### src/rtl/gll_pkg.sv
// Shared constants and types for the greedy least-loaded scheduler.
package gll_pkg;

	localparam int MAX_CORES  = 16;
	localparam int CORE_W     = (MAX_CORES > 1) ? $clog2(MAX_CORES) : 1;
	localparam int CNT_W      = $clog2(MAX_CORES + 1);
	localparam int CFG_W      = 5;
	localparam int LEN_W      = 16;
	localparam int LOAD_W     = 32;
	localparam int OUT_CORE_W = 4;

	localparam logic [LOAD_W-1:0] LOAD_MAX = {LOAD_W{1'b1}};

	localparam logic MODE_ASSIGN = 1'b0;
	localparam logic MODE_CLEAR  = 1'b1;

	localparam logic [CFG_W-1:0] NUM_CORES_RESET = CFG_W'(4);

	typedef logic [CORE_W-1:0] core_idx_t;
	typedef logic [LOAD_W-1:0] load_t;

	typedef struct packed {
		load_t     min_load;
		core_idx_t min_core;
		load_t     max_load;
		core_idx_t max_core;
	} scan_res_t;

endpackage

### src/rtl/gll_if.sv
// Job and result channel interfaces of the greedy least-loaded scheduler.
interface gll_job_if import gll_pkg::*; ();
	logic             valid;
	logic             ready;
	logic             mode;
	logic [LEN_W-1:0] job_length;

	modport source (output valid, output mode, output job_length, input ready);
	modport sink (input valid, input mode, input job_length, output ready);
endinterface

interface gll_res_if import gll_pkg::*; ();
	logic                  valid;
	logic                  ready;
	logic [OUT_CORE_W-1:0] assigned_core;
	logic [LOAD_W-1:0]     core_load;
	logic [LOAD_W-1:0]     makespan;
	logic [OUT_CORE_W-1:0] makespan_core;
	logic                  any_load;
	logic                  saturated;

	modport source (output valid, output assigned_core, output core_load, output makespan,
		output makespan_core, output any_load, output saturated, input ready);
	modport sink (input valid, input assigned_core, input core_load, input makespan,
		input makespan_core, input any_load, input saturated, output ready);
endinterface

### src/rtl/gll_scan.sv
// Shared compare unit that finds the least and greatest load, one core per cycle.
module gll_scan import gll_pkg::*; (
	input  logic      clk,
	input  logic      en,
	input  logic      first,
	input  core_idx_t idx,
	input  load_t     load,
	output scan_res_t res
);

	scan_res_t res_q;

	always_ff @(posedge clk) begin
		if (en) begin
			if (first) begin
				res_q.min_load <= load;
				res_q.min_core <= idx;
				res_q.max_load <= load;
				res_q.max_core <= idx;
			end else begin
				if (load < res_q.min_load) begin
					res_q.min_load <= load;
					res_q.min_core <= idx;
				end
				if (load > res_q.max_load) begin
					res_q.max_load <= load;
					res_q.max_core <= idx;
				end
			end
		end
	end

	assign res = res_q;

endmodule

### src/rtl/greedy_least_loaded_scheduler_unit.sv
// Top level of the greedy least-loaded scheduler: load store, sequencer and result register.
//
//   channel   direction  handshake        content
//   job       in         valid/ready      mode, job_length
//   res       out        valid/ready      assigned_core, core_load, makespan, makespan_core,
//                                         any_load, saturated
//   cfg       in         cfg_we           cfg_wdata = num_cores
//
// An assign item scans the stored load of each of the n cores in use before it finishes,
// because the shared compare unit visits one stored load per cycle. A clear skips the scan.
// Reset zeroes all loads and sets num_cores to four. A stalled result holds the final
// cycle of the next item until the result register is free.
module greedy_least_loaded_scheduler_unit import gll_pkg::*; (
	input  logic             clk,
	input  logic             arst_n,
	gll_job_if.sink          job,
	gll_res_if.source        res,
	input  logic             cfg_we,
	input  logic [CFG_W-1:0] cfg_wdata
);

	localparam logic [1:0] ST_IDLE   = 2'd0;
	localparam logic [1:0] ST_SCAN   = 2'd1;
	localparam logic [1:0] ST_FINISH = 2'd2;

	logic [1:0]       state_q;
	logic [CFG_W-1:0] num_cores_q;
	core_idx_t        idx_q;
	core_idx_t        last_q;
	logic             mode_q;
	logic [LEN_W-1:0] len_q;
	load_t            loads_q [MAX_CORES];

	logic                  res_valid_q;
	logic [OUT_CORE_W-1:0] res_core_q;
	load_t                 res_load_q;
	load_t                 res_span_q;
	logic [OUT_CORE_W-1:0] res_span_core_q;
	logic                  res_any_q;
	logic                  res_sat_q;

	logic [CNT_W-1:0] n_eff;
	scan_res_t        scan;
	logic             scan_en;
	logic             out_free;
	logic             job_xfer;
	logic [LOAD_W:0]  sum;
	logic             sat;
	load_t            new_load;
	load_t            new_max;
	core_idx_t        new_max_core;

	always_comb begin
		if (num_cores_q == '0) begin
			n_eff = CNT_W'(1);
		end else if (int'(num_cores_q) > MAX_CORES) begin
			n_eff = CNT_W'(MAX_CORES);
		end else begin
			n_eff = CNT_W'(num_cores_q);
		end
	end

	assign job.ready = (state_q == ST_IDLE);
	assign job_xfer  = job.valid && job.ready;
	assign scan_en   = (state_q == ST_SCAN);
	assign out_free  = !res_valid_q || res.ready;

	gll_scan u_scan (
		.clk   (clk),
		.en    (scan_en),
		.first (idx_q == '0),
		.idx   (idx_q),
		.load  (loads_q[idx_q]),
		.res   (scan)
	);

	always_comb begin
		sum      = {1'b0, scan.min_load} + (LOAD_W + 1)'(len_q);
		sat      = sum[LOAD_W];
		new_load = sat ? LOAD_MAX : sum[LOAD_W-1:0];
		if (new_load > scan.max_load
				|| (new_load == scan.max_load && scan.min_core < scan.max_core)) begin
			new_max      = new_load;
			new_max_core = scan.min_core;
		end else begin
			new_max      = scan.max_load;
			new_max_core = scan.max_core;
		end
	end

	always_ff @(posedge clk or negedge arst_n) begin
		if (!arst_n) begin
			num_cores_q <= NUM_CORES_RESET;
		end else if (cfg_we) begin
			num_cores_q <= cfg_wdata;
		end
	end

	always_ff @(posedge clk or negedge arst_n) begin
		if (!arst_n) begin
			state_q <= ST_IDLE;
			idx_q   <= '0;
		end else begin
			unique case (state_q)
				ST_IDLE: begin
					if (job_xfer) begin
						idx_q   <= '0;
						state_q <= (job.mode == MODE_CLEAR) ? ST_FINISH : ST_SCAN;
					end
				end
				ST_SCAN: begin
					if (idx_q == last_q) begin
						state_q <= ST_FINISH;
					end else begin
						idx_q <= idx_q + CORE_W'(1);
					end
				end
				ST_FINISH: begin
					if (out_free) begin
						state_q <= ST_IDLE;
					end
				end
				default: begin
					state_q <= ST_IDLE;
				end
			endcase
		end
	end

	always_ff @(posedge clk) begin
		if (job_xfer) begin
			mode_q <= job.mode;
			len_q  <= job.job_length;
			last_q <= CORE_W'(n_eff - CNT_W'(1));
		end
	end

	always_ff @(posedge clk or negedge arst_n) begin
		if (!arst_n) begin
			for (int i = 0; i < MAX_CORES; i++) begin
				loads_q[i] <= '0;
			end
		end else if (state_q == ST_FINISH && out_free) begin
			if (mode_q == MODE_CLEAR) begin
				for (int i = 0; i < MAX_CORES; i++) begin
					loads_q[i] <= '0;
				end
			end else begin
				loads_q[scan.min_core] <= new_load;
			end
		end
	end

	always_ff @(posedge clk or negedge arst_n) begin
		if (!arst_n) begin
			res_valid_q <= 1'b0;
		end else if (state_q == ST_FINISH && out_free) begin
			res_valid_q <= 1'b1;
		end else if (res.ready) begin
			res_valid_q <= 1'b0;
		end
	end

	always_ff @(posedge clk) begin
		if (state_q == ST_FINISH && out_free) begin
			if (mode_q == MODE_CLEAR) begin
				res_core_q      <= '0;
				res_load_q      <= '0;
				res_span_q      <= '0;
				res_span_core_q <= '0;
				res_any_q       <= 1'b0;
				res_sat_q       <= 1'b0;
			end else begin
				res_core_q      <= OUT_CORE_W'(scan.min_core);
				res_load_q      <= new_load;
				res_span_q      <= new_max;
				res_span_core_q <= (new_max != '0) ? OUT_CORE_W'(new_max_core) : '0;
				res_any_q       <= (new_max != '0);
				res_sat_q       <= sat;
			end
		end
	end

	assign res.valid         = res_valid_q;
	assign res.assigned_core = res_core_q;
	assign res.core_load     = res_load_q;
	assign res.makespan      = res_span_q;
	assign res.makespan_core = res_span_core_q;
	assign res.any_load      = res_any_q;
	assign res.saturated     = res_sat_q;

`ifndef NO_ASSERTIONS
	a_scan_bound: assert property (@(posedge clk) disable iff (!arst_n)
		(state_q == ST_SCAN) |-> (idx_q <= last_q))
		else $error("Scan index passed the last core in use.");

	a_assign_starts_scan: assert property (@(posedge clk) disable iff (!arst_n)
		(job_xfer && job.mode == MODE_ASSIGN) |=> (state_q == ST_SCAN && idx_q == '0))
		else $error("An assign transfer did not start a scan at core zero.");

	a_span_covers_load: assert property (@(posedge clk) disable iff (!arst_n)
		res_valid_q |-> (res_span_q >= res_load_q))
		else $error("Makespan is below the load of the assigned core.");

	a_sat_at_max: assert property (@(posedge clk) disable iff (!arst_n)
		(res_valid_q && res_sat_q) |-> (res_load_q == LOAD_MAX))
		else $error("Saturated result without a load at its maximum.");

	a_no_load_zero: assert property (@(posedge clk) disable iff (!arst_n)
		(res_valid_q && !res_any_q) |-> (res_span_q == '0 && res_span_core_q == '0))
		else $error("Result without load reports a makespan.");
`endif

endmodule

### src/flat_wrapper.sv
// flat-port wrapper written by rule: the top's interface ports become plain ports
module greedy_least_loaded_scheduler_unit_flat import gll_pkg::*;
  (clk, arst_n, cfg_we, cfg_wdata, job_valid, job_mode, job_job_length, job_ready, res_valid, res_assigned_core, res_core_load, res_makespan, res_makespan_core, res_any_load, res_saturated, res_ready);
  gll_job_if job_i ();
  gll_res_if res_i ();
  input  logic clk;
  input  logic arst_n;
  input  logic cfg_we;
  input  logic [CFG_W-1:0] cfg_wdata;
  input wire logic [$bits(job_i.valid)-1:0] job_valid;
  input wire logic [$bits(job_i.mode)-1:0] job_mode;
  input wire logic [$bits(job_i.job_length)-1:0] job_job_length;
  output wire logic [$bits(job_i.ready)-1:0] job_ready;
  output wire logic [$bits(res_i.valid)-1:0] res_valid;
  output wire logic [$bits(res_i.assigned_core)-1:0] res_assigned_core;
  output wire logic [$bits(res_i.core_load)-1:0] res_core_load;
  output wire logic [$bits(res_i.makespan)-1:0] res_makespan;
  output wire logic [$bits(res_i.makespan_core)-1:0] res_makespan_core;
  output wire logic [$bits(res_i.any_load)-1:0] res_any_load;
  output wire logic [$bits(res_i.saturated)-1:0] res_saturated;
  input wire logic [$bits(res_i.ready)-1:0] res_ready;
  assign job_i.valid = job_valid;
  assign job_i.mode = job_mode;
  assign job_i.job_length = job_job_length;
  assign job_ready = job_i.ready;
  assign res_valid = res_i.valid;
  assign res_assigned_core = res_i.assigned_core;
  assign res_core_load = res_i.core_load;
  assign res_makespan = res_i.makespan;
  assign res_makespan_core = res_i.makespan_core;
  assign res_any_load = res_i.any_load;
  assign res_saturated = res_i.saturated;
  assign res_i.ready = res_ready;
  greedy_least_loaded_scheduler_unit u_core (.clk(clk), .arst_n(arst_n), .job(job_i), .res(res_i), .cfg_we(cfg_we), .cfg_wdata(cfg_wdata));
endmodule
### config.mk
export PLATFORM = sky130hd
export DESIGN_NAME = greedy_least_loaded_scheduler_unit_flat
export DESIGN_NICKNAME = d
export VERILOG_FILES = /design/src/rtl/gll_pkg.sv /design/src/rtl/gll_if.sv /design/src/rtl/gll_scan.sv /design/src/rtl/greedy_least_loaded_scheduler_unit.sv /design/src/flat_wrapper.sv
export SDC_FILE = /design/constraint.sdc
export NUM_CORES = 1
export LEC_CHECK = 0
export BUFFER_PORTS_ARGS = -buffer_cell sky130_fd_sc_hd__buf_2
export CAP_MARGIN = 25
export CORE_ASPECT_RATIO = 0.7
export CORE_MARGIN = 2
export CORE_UTILIZATION = 45
export CTS_CLUSTER_SIZE = 30
export DETAILED_ROUTE_END_ITERATION = 8
export GPL_TIMING_DRIVEN = 1
export PLACE_DENSITY = 0.61
export SETUP_SLACK_MARGIN = 0.3
export SLEW_MARGIN = 10
export SYNTH_ARGS = -nofsm -noshare
export SYNTH_HDL_FRONTEND = slang
export SYNTH_SLANG_ARGS = --single-unit
### constraint.sdc
create_clock -name clk -period 10.2 [get_ports clk]
set_input_delay 1.53 -clock clk [delete_from_list [all_inputs] [get_ports clk]]
set_output_delay 1.53 -clock clk [all_outputs]
set_load 0.05 [all_outputs]
==> qor.txt <==
outcome: complete, but fails checks
failing checks: slew limit
share of layout cells above drive strength 1: 13.05%
Crit path arrival time: 7.86 ns
gpl congestion: 0.9411
Hold Path Class: flip-flop to flip-flop
Seq pwr share: 37.5%
Syn. warnings: 0
Net Sw Frac: 41.26%
Synth Instances: 3196
Register Area: 18140 sq um
top cells by count, synth: 590 x o21ai_0, 530 x nand3_1, 523 x dfrtp_1
Mapped Area: 33640 sq um
initial antenna violation count: 4
clock network latency to the later pin of the worst-skew pair: 0.63 ns
Mapped Avg Cell Area: 10.53 sq um
Starting Density: 45.69%
Area Overhead vs Synth: 10.77%
Clk network pwr share: 23.7%
Yosys top cell by area: dfrtp_1
most frequent cell after synthesis: o21ai_0
Internal: 0.006588 W
hold endpoint: u_core.loads_q[506]
Area after DPL: 34800 sq um
Comb pwr share: 38.9%
FF-to-FF setup slack: 2.68 ns
post-CTS resize count: 0
Worst Setup Path Type: flip-flop to flip-flop
largest net degree at the start of global routing: 257
Lkg Pwr: 15.87 nW
htree depth: 3
hold_sp: u_core.loads_q[506]
WL per Instance: 24.46 um
Setup crit end kind: flip-flop
Cell Pwr Density: 300.9 nW/um^2
Layout Nets: 3291
final setup TNS: 0 ns
Die X: 330.8 um
Max VDD drop: 0.1904 mV
Worst setup SP type: flip-flop
reg2reg end: u_core.res.makespan_core[2]
final wirelength: 102300 um
CTS Sinks: 691
dominant synthesized flop cell: dfrtp_1
Most common cell on crit path: nand2_1
total grt overflow: 0
final instance area: 37270 sq um
CTS tree: yes
fin. max-slew vios: 30
Cell Chain, Critical Path: ha_1 -> fa_1 -> a211oi_1 -> o211ai_1 -> nand2_1 -> o22a_1 -> or2_1 -> nand2_1 -> ha_1 -> nand4_1 -> nor4_1 -> nand2_1 -> or3b_1 -> a22oi_2 -> buf_4 -> nand4_1 -> o22a_1 -> nor4_4 -> a2111oi_2
achievable frequency: 0.1330 GHz
Die H: 232.8 um
Vias/cell: 6.149
final period utilization: 73.71%
Post-Route Skew: 0.02877 ns
Synth top area share: 38.90%
area of the multi-input gates: 14130 sq um
root buf cell: clkbuf_16
synthesized net count: 3341
GRT Total Usage: 26.77%
Worst EP required: 10.54 ns
vias: 25710
number of hold violations in the final report: 0
Routed Antenna Nets: 0
post-synthesis sequential area ratio: 53.88%
# IOs: 103
# fillers: 6568
# DRC: 0
Worst Tran Pin Value: 1.503 ns
max-cap viol count: 0
RSZ-0062 raised after global routing: no
Reg2Reg Depth: 19
Clock transition at path regs: 0.06 ns
post-CTS setup buffer count: 0
Core Region: 73630 sq um
Post-synth ARST share: 75.83%
Initial DRC Count: 2741
total die area: 77000 sq um
synth unique cells: 72
worst relative slew slack: -0.2250%
num rows: 83
Hold Path Depth: 2
CTS Buf Count: 71
NetSw: 0.004627 W
EDFF count, synth: 167
first-pass GRT wire length: 155000 um
post-layout minimum cycle time: 7.518 ns
FF+latch count, synth: 691
drt first pass iters: 6
Port Buffers: 102
post-DP HPWL: 64270 um
CP max stage delay: 0.79 ns
Final setup viols: 0
cts hold-fix bufs: 0
Area contributors post-synth: dfrtp_1 39%, edfxtp_1 15%, o21ai_0 8.8%
crit-path max FO: 81
worst-path cell with the longest stage delay: or2_1
clk buf depth: 3
RR Startpoint: u_core.u_scan.res[40]
vias in the first global route: 24830
## cells in the final DEF, fill, tap and decap left out, types with 5 or more instances in the layout
cell type,count
mux2i_1,108
o211ai_1,9
and3_1,7
nand4_1,30
xor2_1,9
nand2_2,13
buf_2,102
clkinv_2,14
ha_1,117
nand2_1,113
nor3_1,23
mux2_2,30
clkbuf_1,17
xnor2_1,19
or2_2,15
nand2b_1,41
nor4_1,14
inv_1,110
nand3_1,526
mux4_2,64
a21oi_1,94
a211oi_1,32
nor2_1,73
buf_4,42
edfxtp_1,167
clkbuf_8,10
o21a_1,7
nor2b_1,15
a21o_1,21
and2_1,5
clkbuf_16,77
a221oi_1,35
a22oi_1,33
o21ai_0,590
o21ai_1,6
dfrtp_1,520
a31oi_1,6
## routing by layer
metal | track usage (%) | wire length (um) | up-vias
met5 | 0 | 13 | -
met4 | 8.371 | 2912 | 2
met3 | 5.396 | 8077 | 179
met2 | 39.44 | 44920 | 1044
met1 | 39.63 | 46360 | 12890
li1 | - | - | 11590
## power by group through the flow
stage	Sequential (W)	Clock (W)	Combinational (W)
2_1_floorplan	0.00442	0	0.00272
3_3_place_gp	0.00420	0	0.00424
3_5_place_dp	0.00425	0	0.00431
4_1_cts	0.00420	0.00270	0.00433
5_1_grt	0.00428	0.00283	0.00477
6_report	0.00420	0.00266	0.00436
## how the worst max path moves through the flow
stage                                        endpoint             startpoint  cells after the start  slack (ns)
after floorplan                    u_core.loads_q[96]              res_ready                      7        3.58
after detailed placement  u_core.res.makespan_core[2]  u_core.u_scan.res[40]                     20        2.87
after global routing      u_core.res.makespan_core[2]  u_core.u_scan.res[40]                     20        2.27
final                     u_core.res.makespan_core[2]  u_core.u_scan.res[40]                     19        2.68
after CTS                 u_core.res.makespan_core[2]  u_core.u_scan.res[40]                     20        2.84
after global placement    u_core.res.makespan_core[2]  u_core.u_scan.res[40]                     20        2.96
## kinds of logic (layout without fill, tap and decap cells)
group           count (synthesis)  count (layout)  share of synthesized area (%)
buf+inv                       385             391                          4.396
xor+xnor                       28              28                         0.7289
compound gates                863             863                          14.48
simple gates                  909             909                          13.60
other cells                     0               2                              0
mux                           202             202                          8.501
fa+ha+maj                     118             118                          4.411
flops                         691             691                          53.88
## flip-flops by register name (all words and copies together), names as in the netlist, 2 cells and up
register	flops
u_core.idx_q	4
u_core.last_q	4
u_core.len_q	16
u_core.loads_q	512
u_core.num_cores_q	5
u_core.res.assigned_core	4
u_core.res.core_load	32
u_core.res.makespan	32
u_core.res.makespan_core	4
u_core.state_q	2
u_core.u_scan.res	72
## stage by stage
stage	util, %	worst slack (ns)	cells	hold slack, ns	total power (W)
6_report	50.61	2.682	4181	0.4940	0.01121
5_1_grt	50.61	2.272	4179	0.5139	0.01188
4_1_cts	50.47	2.844	4175	0.4990	0.01123
3_5_place_dp	47.26	2.870	4046	0.4848	0.008555
3_3_place_gp	47.26	2.955	4045	0.4754	0.008431
2_1_floorplan	-	3.582	3196	0.4544	0.007143
## area by class of cell
cell class                      instances  area share [%]
Inverter                              110           1.108
Multi-Input combinational cell       2120           37.91
Clock buffer                          104           5.711
Antenna cell                            2         0.01343
Timing Repair Buffer                  152           2.693
Clock inverter                         25          0.6178
Sequential cell                       691           48.67
Tap cell                              977           3.280
## critical path, delay by kind of cell (launching register included)
kind | cells | cell delay, ns
buffers and inverters | 1 | 0.68
DFF | 1 | 0.40
and+or+nand+nor | 9 | 3.42
adders and majority gates | 3 | 1.14
AOI/OAI and AO/OA | 6 | 1.52
(Power assumes the default switching activity.)
